`src/rtl/e2c_pkg.sv`:
```
`timescale 1ns / 1ps
// Shared constants, types and the arctangent table for the cube sample coordinate block.
package e2c_pkg;

  localparam int STAGES       = 16;
  localparam int MAX_FS       = 1024;
  localparam int XW           = 36;
  localparam int ZW           = 34;
  localparam int PRESCALE_SH  = 20;
  localparam int OUT_DEPTH    = 64;
  localparam int OUT_AW       = 6;
  localparam int Q_DEPTH      = 4;
  localparam int Q_AW         = 2;

  localparam logic [29:0] KINV_Q30 = 30'd652032874;
  localparam logic signed [ZW-1:0] QUARTER_TURN = 34'sd1073741824;
  localparam logic signed [34:0]   HALF_TURN_W  = 35'sd2147483648;
  localparam logic signed [34:0]   QUARTER_W    = 35'sd1073741824;

  localparam logic CFG_SRC_WIDTH  = 1'b0;
  localparam logic CFG_SRC_HEIGHT = 1'b1;

  localparam logic [2:0] FACE_0 = 3'd0;
  localparam logic [2:0] FACE_1 = 3'd1;
  localparam logic [2:0] FACE_2 = 3'd2;
  localparam logic [2:0] FACE_3 = 3'd3;
  localparam logic [2:0] FACE_4 = 3'd4;
  localparam logic [2:0] FACE_5 = 3'd5;

  typedef struct packed {
    logic [10:0] fs;
    logic [11:0] cw;
    logic [10:0] ch;
  } cfg_t;

  typedef struct packed {
    logic [11:0]           dest_x;
    logic [11:0]           dest_y;
    logic signed [XW-1:0]  z;
    logic signed [ZW-1:0]  theta;
  } meta_t;

  typedef struct packed {
    logic signed [XW-1:0] x;
    logic signed [XW-1:0] y;
    meta_t                meta;
  } work_t;

  typedef struct packed {
    logic [11:0] dest_x;
    logic [11:0] dest_y;
    logic [11:0] tap_u_low;
    logic [11:0] tap_u_high;
    logic [10:0] tap_v_low;
    logic [10:0] tap_v_high;
    logic [15:0] weight_u;
    logic [15:0] weight_v;
  } res_t;

  function automatic logic signed [ZW-1:0] atan_turn(input int k);
    logic signed [ZW-1:0] t;
    case (k)
      0:  t = 34'sd536870912;
      1:  t = 34'sd316933406;
      2:  t = 34'sd167458907;
      3:  t = 34'sd85004756;
      4:  t = 34'sd42667331;
      5:  t = 34'sd21354465;
      6:  t = 34'sd10679838;
      7:  t = 34'sd5340245;
      8:  t = 34'sd2670163;
      9:  t = 34'sd1335087;
      10: t = 34'sd667544;
      11: t = 34'sd333772;
      12: t = 34'sd166886;
      13: t = 34'sd83443;
      14: t = 34'sd41722;
      15: t = 34'sd20861;
      16: t = 34'sd10430;
      17: t = 34'sd5215;
      18: t = 34'sd2608;
      19: t = 34'sd1304;
      20: t = 34'sd652;
      21: t = 34'sd326;
      22: t = 34'sd163;
      23: t = 34'sd81;
      default: t = '0;
    endcase
    return t;
  endfunction

endpackage

```
`src/rtl/e2c_front.sv`:
```
`timescale 1ns / 1ps
// Front end: configuration registers, face decode and cube direction forming.
module e2c_front (
  input  logic                clk,
  input  logic                rst_n,
  input  logic                cfg_valid,
  output logic                cfg_ready,
  input  logic                cfg_index,
  input  logic [12:0]         cfg_data,
  input  logic [2:0]          face,
  input  logic [9:0]          col,
  input  logic [9:0]          row,
  output e2c_pkg::cfg_t       cfg,
  output e2c_pkg::work_t      item
);

  logic [12:0] width_r;
  logic [11:0] height_r;
  logic [10:0] w4;
  logic [10:0] fs;
  logic signed [11:0] a, b, fsn;
  logic signed [11:0] dx, dy, dz;
  logic [11:0] offx, offy, fs2, fs3;

  function automatic logic signed [e2c_pkg::XW-1:0] scale(input logic signed [11:0] v);
    logic signed [e2c_pkg::XW-1:0] e;
    e = $signed({{(e2c_pkg::XW-12){v[11]}}, v});
    return e <<< e2c_pkg::PRESCALE_SH;
  endfunction

  assign cfg_ready = 1'b1;

  always_ff @(posedge clk) begin
    if (!rst_n) begin
      width_r  <= 13'd4096;
      height_r <= 12'd2048;
    end else if (cfg_valid) begin
      if (cfg_index == e2c_pkg::CFG_SRC_WIDTH) width_r <= cfg_data;
      else height_r <= cfg_data[11:0];
    end
  end

  always_comb begin
    w4 = width_r[12:2];
    if (w4 > 11'(e2c_pkg::MAX_FS)) fs = 11'(e2c_pkg::MAX_FS);
    else if (w4 == 11'd0) fs = 11'd1;
    else fs = w4;
    cfg.fs = fs;
    if (width_r > 13'd4096) cfg.cw = 12'd4095;
    else if (width_r == 13'd0) cfg.cw = 12'd0;
    else cfg.cw = 12'(width_r - 13'd1);
    if (height_r > 12'd2048) cfg.ch = 11'd2047;
    else if (height_r == 12'd0) cfg.ch = 11'd0;
    else cfg.ch = 11'(height_r - 12'd1);
  end

  always_comb begin
    fsn = $signed({1'b0, fs});
    a   = $signed({1'b0, col, 1'b0}) - fsn;
    b   = $signed({1'b0, row, 1'b0}) - fsn;
    fs2 = {fs, 1'b0};
    fs3 = {fs, 1'b0} + {1'b0, fs};
    dx = '0; dy = '0; dz = '0; offx = '0; offy = '0;
    unique case (face)
      e2c_pkg::FACE_0: begin dx = -fsn; dy = a;    dz = b;    offx = {1'b0, fs}; offy = fs3; end
      e2c_pkg::FACE_1: begin dx = a;    dy = -fsn; dz = -b;   offx = '0;         offy = {1'b0, fs}; end
      e2c_pkg::FACE_2: begin dx = fsn;  dy = a;    dz = -b;   offx = {1'b0, fs}; offy = {1'b0, fs}; end
      e2c_pkg::FACE_3: begin dx = -a;   dy = fsn;  dz = -b;   offx = fs2;        offy = {1'b0, fs}; end
      e2c_pkg::FACE_4: begin dx = b;    dy = a;    dz = fsn;  offx = {1'b0, fs}; offy = '0; end
      e2c_pkg::FACE_5: begin dx = -b;   dy = a;    dz = -fsn; offx = {1'b0, fs}; offy = fs2; end
      default: begin dx = '0; dy = '0; dz = '0; offx = '0; offy = '0; end
    endcase
    item.x = scale(dx);
    item.y = scale(dy);
    item.meta.z = scale(dz);
    item.meta.theta = '0;
    item.meta.dest_x = {2'b00, col} + offx;
    item.meta.dest_y = {2'b00, row} + offy;
  end

endmodule

```
`config.mk`:
```
export PLATFORM = sky130hd
export DESIGN_NAME = e2c_front
export DESIGN_NICKNAME = d
export VERILOG_FILES = /design/src/rtl/e2c_pkg.sv /design/src/rtl/e2c_front.sv
export SDC_FILE = /design/constraint.sdc
export NUM_CORES = 1
export LEC_CHECK = 0
export BUFFER_PORTS_ARGS = -buffer_cell sky130_fd_sc_hd__buf_2
export CAP_MARGIN = 20
export CORE_MARGIN = 5
export CORE_UTILIZATION = 30
export CTS_CLUSTER_SIZE = 8
export DETAILED_ROUTE_END_ITERATION = 8
export SLEW_MARGIN = 30
export SYNTH_ARGS = -nofsm -noshare
export SYNTH_HDL_FRONTEND = slang
export SYNTH_SLANG_ARGS = --single-unit
```
`constraint.sdc`:
```
create_clock -name clk -period 5.1 [get_ports clk]
set_input_delay 0.51 -clock clk [delete_from_list [all_inputs] [get_ports clk]]
set_output_delay 0.51 -clock clk [all_outputs]
set_load 0.005 [all_outputs]
```
==> impl_metrics.json <==
{
  "status": "completed",
  "place.gp.congestion": 0.943,
  "synth_top_area_frac": 0.121,
  "power_frac_clock": 0.140,
  "finalHoldViolations": 0,
  "min_period_ns": 4.86,
  "antenna_found_initial": 1,
  "drtPass1Iterations": 6,
  "postLayoutCoreUtil": 0.346,
  "cts.htree.levels": 1,
  "nNetsFinal": 1252,
  "port_buffers": 145,
  "design.core.area_um2": 22500,
  "yosys.area.top_type": "ha_1",
  "drc_errors": 0,
  "ys_warn_count": 0,
  "wl_per_cell_um": 17.1,
  "tightest_slew_ns": 0.839,
  "synthDistinctLibCells": 80,
  "grt.overflow.total": 0,
  "crit_fanout": 6,
  "die_h_um": 161,
  "num_rows": 55,
  "track_usage": 0.173,
  "ir_drop_uv": 112,
  "worstSkewPairLatency_ns": 0.25,
  "dieArea_um2": 25800,
  "setup_tns_ns": 0,
  "synth_top_family_by_area": "compound AO/OA/AOI/OAI gates",
  "p_seq_frac": 0.181,
  "cts-root-buf": "clkbuf_16",
  "seq_area_frac_synth": 0.0734,
  "drtAntennaViolNets": 0,
  "cts_sinks": 25,
  "leakage_nw": 3.66,
  "cts_tree": "done",
  "synth_ff_type": "dfxtp_1",
  "switching_share": 0.465,
  "layout_commonest_cell": "buf_2",
  "initial_core_util": 0.303,
  "synth_fa_ha_area_frac": 0.139,
  "yosys.area_share.simple": 0.219,
  "start_kind": "register",
  "clock_tree.buffer_depth": 2,
  "p_comb_frac": 0.679,
  "setup_viol": 0,
  "syn_avg_cell_area_um2": 6.78,
  "relSlewSlack": 0.439,
  "grt_pass1_vias": 6769,
  "hold_class": "register to register",
  "slew_violations": 0,
  "synth_compound_area_frac": 0.280,
  "vias": 7443,
  "dp_hpwl_mm": 19.5,
  "diodes": 0,
  "synth_seq_cells": 25,
  "crit_type": "register to output pin",
  "postSynth.asyncResetShare": 0,
  "p_sw_w": 0.000554,
  "min_period_over_period": 0.954,
  "drv_cap": 0,
  "drt_iter0_drc": 581,
  "layout-drive-gt1-share": 0.209,
  "cp-end-kind": "output pin",
  "multi_input_area_um2": 5580,
  "dieWidth_um": 161,
  "synthMuxAreaShare": 0.0163,
  "synth_edf_count": 0,
  "wl_mm": 24.4,
  "crit_required_ns": 4.59,
  "netlist_instances": 1006,
  "viasPerCell": 5.22,
  "clkSlewWorstSetupHoldPaths_ns": 0.06,
  "regArea_um2": 503,
  "fin_worst_skew_ns": 0,
  "synth_area_leaders": "ha_1 (12%), buf_4 (12%), dfxtp_1 (7.3%)",
  "crit_arrival_ns": 4.35,
  "mostFrequentLayoutCells": "buf_2 (145), nand2_1 (122), conb_1 (95)",
  "grt_max_degree": 49,
  "grt_pass1_wl_mm": 37.0,
  "synth_xor_area_frac": 0.0989,
  "io_pins": 241,
  "power.density_nw_per_um2": 153,
  "fmax_mhz": 206,
  "synthToLayoutAreaGrowth_pct": 14.2,
  "syn_area_um2": 6820,
  "numCtsBuffers": 3,
  "nFillCells": 2504,
  "p_int_w": 0.000638
}
-- critical path: stages (launching register included) --
cell,delay [ns]
dfxtp_1,0.31
buf_4,0.15
nor4_1,0.38
nand3_1,0.12
nand2_1,0.17
nand2_2,0.15
ha_1,0.36
a21o_1,0.21
a21oi_2,0.21
o21bai_2,0.12
a2111oi_2,0.41
or3_1,0.19
xnor2_1,0.06
a22oi_1,0.14
o22ai_1,0.11
ha_1,0.38
nand2_1,0.12
nand3_1,0.10
o21ai_1,0.15
xnor2_1,0.13
buf_2,0.13
-- metrics by stage --
step | std cells | instance area, um2 | total power (W) | hold WS [ns] | setup slack [ns]
after floorplan | 1099 | 7170 | 0.000797 | 0.458 | 0.148
after global placement | 1416 | 7580 | 0.00100 | 0.476 | 0.234
after detailed placement | 1416 | 7580 | 0.00101 | 0.482 | 0.132
after CTS | 1420 | 7660 | 0.00118 | 0.490 | 0.0522
after global routing | 1425 | 7780 | 0.00129 | 0.515 | -0.0419
final | 1425 | 7780 | 0.00119 | 0.489 | 0.236
-- power groups by stage --
stage                     Sequential, W  Combinational, W  Clock (W)
after global placement         0.000219          0.000783          0
after global routing           0.000217          0.000893   0.000182
after detailed placement       0.000220          0.000788          0
after CTS                      0.000215          0.000792   0.000175
final                          0.000216          0.000809   0.000167
after floorplan                0.000216          0.000581          0
-- cell families (layout without fill, tap and decap cells) --
kind of cell,count (synthesis),in the layout
simple gates,321,321
flops,25,25
mux,11,11
fa+ha+maj,73,73
other cells,2,95
xor+xnor,77,77
buf+inv,202,243
compound gates,295,295
-- cell usage after synthesis (all sizes together) (12+ instances only) --
master / number
o22ai: 41
ha: 66
xnor2: 53
a22oi: 17
xor2: 24
a21oi: 70
a21o: 16
nor2: 76
buf: 115
inv: 42
nand3: 25
o21ai: 57
nand2: 125
clkbuf: 44
a31oi: 12
dfxtp: 25
nor3: 35
a21boi: 28
-- metal layers --
metal	global-route usage	up-vias	wire (um)
li1	-	3633	-
met1	0.240	3417	10800
met2	0.271	341	10800
met3	0.0318	50	1970
met4	0.0578	2	869
met5	0	-	11
-- path summary, 6_finish.rpt --
| path | from | endpoint | slack, ns | depth (start not counted) |
|---|---|---|---|---|
| max | width_r[10] | item[81] | 0.24 | 20 |
| max reg2reg | width_r[12] | width_r[12] | 4.14 | 3 |
| min | width_r[1] | width_r[1] | 0.49 | 2 |
| min reg2reg | width_r[1] | width_r[1] | 0.49 | 2 |
-- timing repair --
action                                  4_1_cts  5_1_grt
resized for setup                             2       31
buffers inserted                              0        5
endpoints found under the setup margin        2       18
pin swaps                                     0       12
hold buffers                                  0        0
-- state kept, by name, indices dropped and copies added, names as in the netlist --
signal and flops:
width_r 13, height_r 12
-- area by class of cell --
class                   instances  area share
flip-flops and latches         25      0.0646
repair buffers                196       0.142
well taps                     285      0.0458
multi-input cells             872       0.716
clock buffers                   4      0.0101
inverters                      43      0.0207
Note: power is estimated with default switching activity, not from simulation.
