`src/rtl/e2c_pkg.sv`:
```
`timescale 1ns / 1ps
// Shared constants, types and the arctangent table for the cube sample coordinate block.
package e2c_pkg;

  localparam int STAGES       = 16;
  localparam int MAX_FS       = 1024;
  localparam int XW           = 36;
  localparam int ZW           = 34;
  localparam int PRESCALE_SH  = 20;
  localparam int OUT_DEPTH    = 64;
  localparam int OUT_AW       = 6;
  localparam int Q_DEPTH      = 4;
  localparam int Q_AW         = 2;

  localparam logic [29:0] KINV_Q30 = 30'd652032874;
  localparam logic signed [ZW-1:0] QUARTER_TURN = 34'sd1073741824;
  localparam logic signed [34:0]   HALF_TURN_W  = 35'sd2147483648;
  localparam logic signed [34:0]   QUARTER_W    = 35'sd1073741824;

  localparam logic CFG_SRC_WIDTH  = 1'b0;
  localparam logic CFG_SRC_HEIGHT = 1'b1;

  localparam logic [2:0] FACE_0 = 3'd0;
  localparam logic [2:0] FACE_1 = 3'd1;
  localparam logic [2:0] FACE_2 = 3'd2;
  localparam logic [2:0] FACE_3 = 3'd3;
  localparam logic [2:0] FACE_4 = 3'd4;
  localparam logic [2:0] FACE_5 = 3'd5;

  typedef struct packed {
    logic [10:0] fs;
    logic [11:0] cw;
    logic [10:0] ch;
  } cfg_t;

  typedef struct packed {
    logic [11:0]           dest_x;
    logic [11:0]           dest_y;
    logic signed [XW-1:0]  z;
    logic signed [ZW-1:0]  theta;
  } meta_t;

  typedef struct packed {
    logic signed [XW-1:0] x;
    logic signed [XW-1:0] y;
    meta_t                meta;
  } work_t;

  typedef struct packed {
    logic [11:0] dest_x;
    logic [11:0] dest_y;
    logic [11:0] tap_u_low;
    logic [11:0] tap_u_high;
    logic [10:0] tap_v_low;
    logic [10:0] tap_v_high;
    logic [15:0] weight_u;
    logic [15:0] weight_v;
  } res_t;

  function automatic logic signed [ZW-1:0] atan_turn(input int k);
    logic signed [ZW-1:0] t;
    case (k)
      0:  t = 34'sd536870912;
      1:  t = 34'sd316933406;
      2:  t = 34'sd167458907;
      3:  t = 34'sd85004756;
      4:  t = 34'sd42667331;
      5:  t = 34'sd21354465;
      6:  t = 34'sd10679838;
      7:  t = 34'sd5340245;
      8:  t = 34'sd2670163;
      9:  t = 34'sd1335087;
      10: t = 34'sd667544;
      11: t = 34'sd333772;
      12: t = 34'sd166886;
      13: t = 34'sd83443;
      14: t = 34'sd41722;
      15: t = 34'sd20861;
      16: t = 34'sd10430;
      17: t = 34'sd5215;
      18: t = 34'sd2608;
      19: t = 34'sd1304;
      20: t = 34'sd652;
      21: t = 34'sd326;
      22: t = 34'sd163;
      23: t = 34'sd81;
      default: t = '0;
    endcase
    return t;
  endfunction

endpackage

```
`src/rtl/e2c_queue.sv`:
```
`timescale 1ns / 1ps
// Short queue between front and back end.
module e2c_queue (
  input  logic            clk,
  input  logic            rst_n,
  input  logic            wr_en,
  input  e2c_pkg::work_t  wr_data,
  input  logic            rd_en,
  output e2c_pkg::work_t  rd_data,
  output logic            full,
  output logic            empty
);

  e2c_pkg::work_t mem_r [0:e2c_pkg::Q_DEPTH-1];
  logic [e2c_pkg::Q_AW-1:0] wp_r, rp_r;
  logic [e2c_pkg::Q_AW:0]   cnt_r;

  assign full    = cnt_r == (e2c_pkg::Q_AW+1)'(e2c_pkg::Q_DEPTH);
  assign empty   = cnt_r == '0;
  assign rd_data = mem_r[rp_r];

  always_ff @(posedge clk) begin
    if (wr_en) mem_r[wp_r] <= wr_data;
  end

  always_ff @(posedge clk) begin
    if (!rst_n) begin
      wp_r  <= '0;
      rp_r  <= '0;
      cnt_r <= '0;
    end else begin
      if (wr_en) wp_r <= wp_r + 1'b1;
      if (rd_en) rp_r <= rp_r + 1'b1;
      cnt_r <= cnt_r + (e2c_pkg::Q_AW+1)'(wr_en) - (e2c_pkg::Q_AW+1)'(rd_en);
    end
  end

endmodule

```
`config.mk`:
```
export PLATFORM = sky130hd
export DESIGN_NAME = e2c_queue
export DESIGN_NICKNAME = d
export VERILOG_FILES = /design/src/rtl/e2c_pkg.sv /design/src/rtl/e2c_queue.sv
export SDC_FILE = /design/constraint.sdc
export NUM_CORES = 1
export LEC_CHECK = 0
export BUFFER_PORTS_ARGS = -buffer_cell sky130_fd_sc_hd__buf_4
export CORE_ASPECT_RATIO = 0.8
export CORE_UTILIZATION = 51
export CTS_CLUSTER_DIAMETER = 40
export CTS_CLUSTER_SIZE = 12
export DETAILED_ROUTE_END_ITERATION = 10
export PLACE_DENSITY = 0.78
export REMOVE_ABC_BUFFERS = 1
export SETUP_SLACK_MARGIN = 0.5
export SLEW_MARGIN = 20
export SYNTH_ARGS = -nofsm -noshare
export SYNTH_HDL_FRONTEND = slang
export SYNTH_SLANG_ARGS = --single-unit
```
`constraint.sdc`:
```
create_clock -name clk -period 5.2 [get_ports clk]
set_input_delay 0.26 -clock clk [delete_from_list [all_inputs] [get_ports clk]]
set_output_delay 0.26 -clock clk [all_outputs]
set_load 0.02 [all_outputs]
```
==> impl_summary.txt, run 1 <==
----------------------------------------------------
[Clocking]
  Worst-Skew Late Latency ... 0.60 ns
  CTS max path bufs ... 3
  Level count of the clock H-tree ... 3
  CTS buffer count ... 75
  Post-CTS Hold Buffers ... 169
  Count of cells resized by post-cts repair ... 0
  Cell chosen for the clock root ... clkbuf_16
  Total setup buffers inserted after CTS ... 0
  TritonCTS clock tree ... yes
  Clock sinks ... 673
  Clock transition at the registers of the reported paths ... 0.06 ns

[Layout]
  Proportion of layout cells with a drive suffix above 1 ... 0.415
  Filler instances ... 2802
  Area taken by flip-flops and latches ... 0.0201 sq mm
  Commonest non-fill, non-tap cell in the layout ... edfxtp_1
  Post-layout net count ... 1648
  Area growth from synthesis to final layout ... 29.8%
  Highest-count cells in the layout ignoring fill and taps ... 664 x edfxtp_1, 344 x buf_4, 169 x dlygate4sd3_1, 166 x mux4_2, 77 x clkbuf_16
  Multi-input gate area ... 0.00399 sq mm

[Global route]
  Via count of the first global-routing pass ... 12641
  Overflow after GRT ... 0
  Maximum number of pins on one net before global-route repair ... 97
  Number of antenna violations at the first check in global routing ... 2
  All-layer global routing usage ... 0.213
  First-pass GRT wire length ... 76300 microns

[Critical path]
  Worst-path maximum fanout ... 48
  Ordered cell list for the critical path ... buf_16 > buf_12 > mux4_2 > buf_4
  Type of destination of the critical path ... output port
  Class of the most critical setup path ... flop to output port
  Cell type group with the largest total delay on the critical path ... buffers and inverters
  Req. time, crit path ... 4.94 ns
  Slowest cell on the critical path ... dfxtp_4
  Largest stage delay on the critical path ... 0.66 ns
  Data arrival time of the worst path ... 2.78 ns
  Startpoint type of the worst setup path ... flop
  Number of buffers and inverters on the critical path ... 3

[Detailed routing]
  Number of vias after detailed routing ... 11845
  Routed WL per cell ... 24.5 microns
  DR pass1 iterations ... 5
  Routed vias/inst ... 5.55
  Final routed wirelength across all metal layers ... 52400 microns
  Detailed-route DRC error count ... 0
  Post-route antenna net violation count ... 0
  Detailed router's first-iteration violation count ... 931

[Timing]
  Setup violators final ... 0
  Final Skew ... 0.0216 ns
  Final critical path time including I/O delays and setup ... 3.04 ns
  RSZ-0062 raised after global routing ... no
  Number of failing hold endpoints at the final stage ... 0
  Setup TNS ... 0 ns
  Slew Limit Headroom ... 0.365
  Least-Margin Pin Slew ... 0.953 ns
  Highest clock frequency the design can meet ... 329 MHz
  Max-slew violation count ... 0
  Share of the clock period used by the worst path ... 0.584

[Logic synthesis]
  Average cell area after synthesis ... 26.8 sq um
  Count of different cell masters after synthesis ... 22
  Sequential element share of the synthesized area ... 0.824
  Post-synthesis instance area ... 0.0244 sq mm
  Count of yosys warnings during synthesis ... 0
  Gate count after technology mapping ... 910
  Number of register bits inferred by synthesis ... 673

[Floorplan]
  Die Span X ... 247 microns
  Floorplan die area ... 0.0488 sq mm
  Die Y ... 198 microns
  Starting Density ... 0.519
  Cell row count ... 71
  Count of boundary I/O pins ... 338
  Core box area ... 0.0471 sq mm

[Status]
  Outcome ... finished, final reports clean

[Placed design]
  Post-detailed-placement half-perimeter wirelength ... 26900 microns
  Final estimated routing congestion in global placement ... 0.743
  I/O Buffers ... 337

[Power and ir drop]
  Total power density per cell area ... 408 mW/mm^2
  Static Leakage ... 10.8 nW
  Worst vdd rail ir drop ... 0.356 mV
  Overall power ... 12.9 mW

[Hold path]
  Min-Delay Path Class ... input port to flop

[Run]
  Number of max-cap violations ... 0

----------------------------------------------------
[cells by family after synthesis]
family                     after synthesis  synth area share
DFF                                    673             0.824
xor gates and xnor gates                 3           0.00169
muxes                                  167             0.154
buffers and inverters                   44            0.0132
and+or+nand+nor                         14           0.00307
AOI/OAI and AO/OA                        2          0.000615
adders and majority gates                7           0.00389
[path summary, 6_finish.rpt]
check	start	endpoint	slack, ns	cells past startpoint
min	wr_data[1]	mem_r[2][1]	0.41	2
min reg2reg	rp_r[1]	flop	0.54	2
max reg2reg	wp_r[1]	mem_r[1][86]	2.86	4
max	flop	rd_data[115]	2.16	4
[state kept, by name, summed over array words and instances, names as in the netlist, named ones only]
register,count
cnt_r,3
mem_r,664
rp_r,2
wp_r,2
[per-stage QoR]
step / hold slack [ns] / setup slack (ns) / cell area [sq um] / util / cells
2_1_floorplan: 0.359 / -2.73 / 24100 / - / 873
3_3_place_gp: 0.458 / 2.48 / 27600 / 0.587 / 1844
3_5_place_dp: 0.463 / 2.46 / 27600 / 0.587 / 1844
4_1_cts: 0.362 / 1.78 / 31700 / 0.672 / 2131
5_1_grt: 0.381 / 1.96 / 31700 / 0.673 / 2133
6_report: 0.406 / 2.16 / 31700 / 0.673 / 2135
[worst register-to-register path: cells and delay by family (launching register included)]
kind / cells / cell delay, ns
adder cells (fa/ha/maj): 1 / 0.19
buffers and inverters: 2 / 0.76
flip-flops: 1 / 0.34
AND/OR/NAND/NOR: 1 / 0.64
[synth_stat cells]
library cell / count / share of area
buf_2: 15 / 0.0031
clkbuf_1: 1 / 0.00015
inv_1: 7 / 0.0011
fa_1: 1 / 0.00082
a21oi_1: 1 / 0.00020
xnor2_1: 2 / 0.00072
mux2i_1: 1 / 0.00041
and2_1: 6 / 0.0015
edfxtp_1: 664 / 0.82
xor3_1: 1 / 0.00097
buf_4: 2 / 0.00061
and3_1: 1 / 0.00026
ha_1: 6 / 0.0031
nor2_1: 5 / 0.00077
buf_6: 16 / 0.0074
buf_8: 1 / 0.00061
nor3_1: 1 / 0.00020
nand3b_1: 1 / 0.00031
mux4_2: 166 / 0.15
dfxtp_1: 9 / 0.0074
buf_1: 2 / 0.00031
a21bo_2: 1 / 0.00041
[layer usage]
metal / GRT usage / part of all wire / wire length (microns) / up-vias
met5: 0 / 0 / 0 / -
met4: 0.0665 / 0.020 / 1040 / 0
met3: 0.0560 / 0.078 / 4080 / 76
met2: 0.356 / 0.52 / 27100 / 502
met1: 0.277 / 0.39 / 20200 / 6200
li1: - / - / - / 5067
[final cells by class]
cell class / instances / share of cell area
sequential: 673 / 0.635
timing repair buffer: 521 / 0.140
multi-input combinational: 193 / 0.126
clock buffer: 87 / 0.0620
tap: 620 / 0.0245
clock inverter: 31 / 0.0115
inverter: 7 / 0.000829
antenna: 3 / 0.000237
[report_power, final]
| part | internal (mW) | leakage [nW] | switching (mW) | total, mW |
|---|---|---|---|---|
| clock | 3.00 | 1.13 | 2.07 | 5.07 |
| combinational | 0.732 | 3.49 | 0.809 | 1.54 |
| sequential | 6.24 | 6.17 | 0.0811 | 6.32 |
Note: power is estimated with default switching activity, not from simulation.
==> inputs of run 2 (changes only) <==
clock period = 2.45 ns   (was 5.2 ns; I/O delays follow)
==> run 2 against run 1 <==
Global-route usage rose by 1.7 points. Hold slack worse by 0.14 ns. Clock power increased by 99%. Worst setup slack worse by 2.0 ns. Wire length grew 5.5%. First-iteration DRC count shrank 7.4%. Die area stayed put. Design area is 2.1% higher. Non-clock buffer count is 50 higher. Final cell count is 2.1% higher. Critical endpoint is now rd_data[147]. Largest cell class unchanged.
==> impl_summary.txt, run 2 (same netlist as run 1, synthesis figures left out) <==
----------------------------------------------------
[Status]
  Outcome ... finished, final reports clean

[Run]
  Number of max-cap violations ... 0

[Floorplan]
  Core box area ... 0.0471 sq mm
  Starting Density ... 0.519
  Count of boundary I/O pins ... 338
  Die Y ... 198 microns
  Cell row count ... 71
  Die Span X ... 247 microns
  Floorplan die area ... 0.0488 sq mm

[Detailed routing]
  DR pass1 iterations ... 5
  Detailed-route DRC error count ... 0
  Routed WL per cell ... 25.4 microns
  Final routed wirelength across all metal layers ... 55300 microns
  Routed vias/inst ... 5.54
  Number of vias after detailed routing ... 12061
  Post-route antenna net violation count ... 0
  Detailed router's first-iteration violation count ... 862

[Critical path]
  Worst reg-to-reg setup slack ... 0.70 ns
  Class of the most critical setup path ... flop to output port
  Worst-path maximum fanout ... 14
  Data arrival time of the worst path ... 2.12 ns
  Worst r2r path cells ... 4
  Type of destination of the critical path ... output port
  Req. time, crit path ... 2.33 ns
  Critical register-to-register path endpoint ... mem_r[2][28]
  Beginning of the worst register-to-register path ... wp_r[0]
  Startpoint type of the worst setup path ... flop

[Global route]
  Number of antenna violations at the first check in global routing ... 5
  First-pass GRT wire length ... 80900 microns
  All-layer global routing usage ... 0.230
  Maximum number of pins on one net before global-route repair ... 54
  Via count of the first global-routing pass ... 13168
  Overflow after GRT ... 0

[Hold path]
  Hold worst-path end ... mem_r[1][50]
  Critical hold path startpoint ... wr_data[50]
  Min-Delay Path Class ... input port to flop
  Worst hold stages ... 2

[Timing]
  Share of the clock period used by the worst path ... 0.914
  Final Skew ... 0.0149 ns
  Least-Margin Pin Slew ... 0.452 ns
  Max-slew violation count ... 0
  Setup violators final ... 0
  Highest clock frequency the design can meet ... 447 MHz
  RSZ-0062 raised after global routing ... yes
  Number of failing hold endpoints at the final stage ... 0
  Slew Limit Headroom ... 0.699
  Final critical path time including I/O delays and setup ... 2.24 ns

[Power and ir drop]
  Static Leakage ... 11.1 nW
  Worst vdd rail ir drop ... 0.618 mV
  Total power density per cell area ... 838 mW/mm^2
  Overall power ... 27.1 mW

[Placed design]
  DP Cell Count ... 1875
  Post-detailed-placement half-perimeter wirelength ... 30300 microns
  Final estimated routing congestion in global placement ... 0.748
  I/O Buffers ... 337

[Layout]
  Highest-count cells in the layout ignoring fill and taps ... 664 x edfxtp_1, 350 x buf_4, 170 x dlygate4sd3_1, 166 x mux4_2, 80 x clkbuf_16
  Register name with the most flops ... mem_r
  Registers with the highest flip-flop counts ... mem_r (664), cnt_r (3)
  Final instance count without filler cells ... 2179
  Area growth from synthesis to final layout ... 32.5%
  Proportion of layout cells with a drive suffix above 1 ... 0.429
  Commonest non-fill, non-tap cell in the layout ... edfxtp_1
  Post-layout net count ... 1695
  Flip-flop count of the largest register after layout ... 664

[Clocking]
  TritonCTS clock tree ... yes
  Clock sinks ... 673
  CTS buffer count ... 72
  Cell chosen for the clock root ... clkbuf_16
  Clock transition at the registers of the reported paths ... 0.06 ns
  CTS max path bufs ... 3
  Worst-Skew Late Latency ... 0.59 ns
  Level count of the clock H-tree ... 3

----------------------------------------------------
==> run 2: changes by cell type in the layout (fill, tap and decap cells not counted), sizes merged <==
cell	change
buf	+46
clkinv	-8
clkbuf	+7
bufinv	-4
diode	+2
dlygate4sd3	+1
==> run 2: stage by stage <==
step                 util  instance area, sq um  hold slack, ns   TNS, ns  worst slack (ns)
floorplan               -                 24100           0.221  -2490.95             -5.34
CTS                 0.684                 32200           0.227         0             0.162
global route        0.687                 32400           0.252         0             0.159
finish              0.687                 32400           0.266         0             0.211
global placement    0.596                 28000           0.321         0             0.537
detailed placement  0.596                 28000           0.326         0             0.529
==> run 2: worst max-delay path by stage <==
stage                     slack, ns  from  cells after the start           end
after floorplan               -5.34  flop                      1    rd_data[0]
after global placement         0.54  flop                      3    rd_data[4]
after detailed placement       0.53  flop                      3    rd_data[4]
after CTS                      0.16  flop                      4    rd_data[3]
after global routing           0.16  flop                      4  rd_data[145]
final                          0.21  flop                      4  rd_data[147]
==> run 2: report_power, final <==
group	internal, mW	switching [mW]
combinational	1.77	1.84
sequential	13.2	0.152
clock	5.92	4.20
==> run 2: final cells by class <==
| class | count | area (sq um) |
|---|---|---|
| tap | 620 | 776 |
| sequential | 673 | 20100 |
| multi-input combinational | 193 | 3990 |
| antenna | 5 | 12.5 |
| inverter | 7 | 26.3 |
| clock inverter | 19 | 171 |
| clock buffer | 91 | 1990 |
| timing repair buffer | 571 | 5270 |
| fill | 2710 | 14700 |
==> run 2: critical path, cell delays in order (launching register included) <==
cell and delay (ns):
dfxtp_4 0.37, buf_12 0.19, buf_12 0.20, mux4_2 0.57, buf_4 0.19
==> run 2: per-layer routing <==
metal,global-route usage,vias up,part of all wire
met3,0.0583,83,0.071
met1,0.295,6335,0.39
met5,0,-,0.00024
met2,0.389,478,0.52
li1,-,5163,-
met4,0.0702,2,0.023
==> run 2: what timing repair did <==
item,4_1_cts,5_1_grt
hold endpoints to repair,673,0
resized for setup,20,16
setup endpoints to repair,166,166
gates cloned,4,3
buffers inserted,9,3
hold buffers,170,0
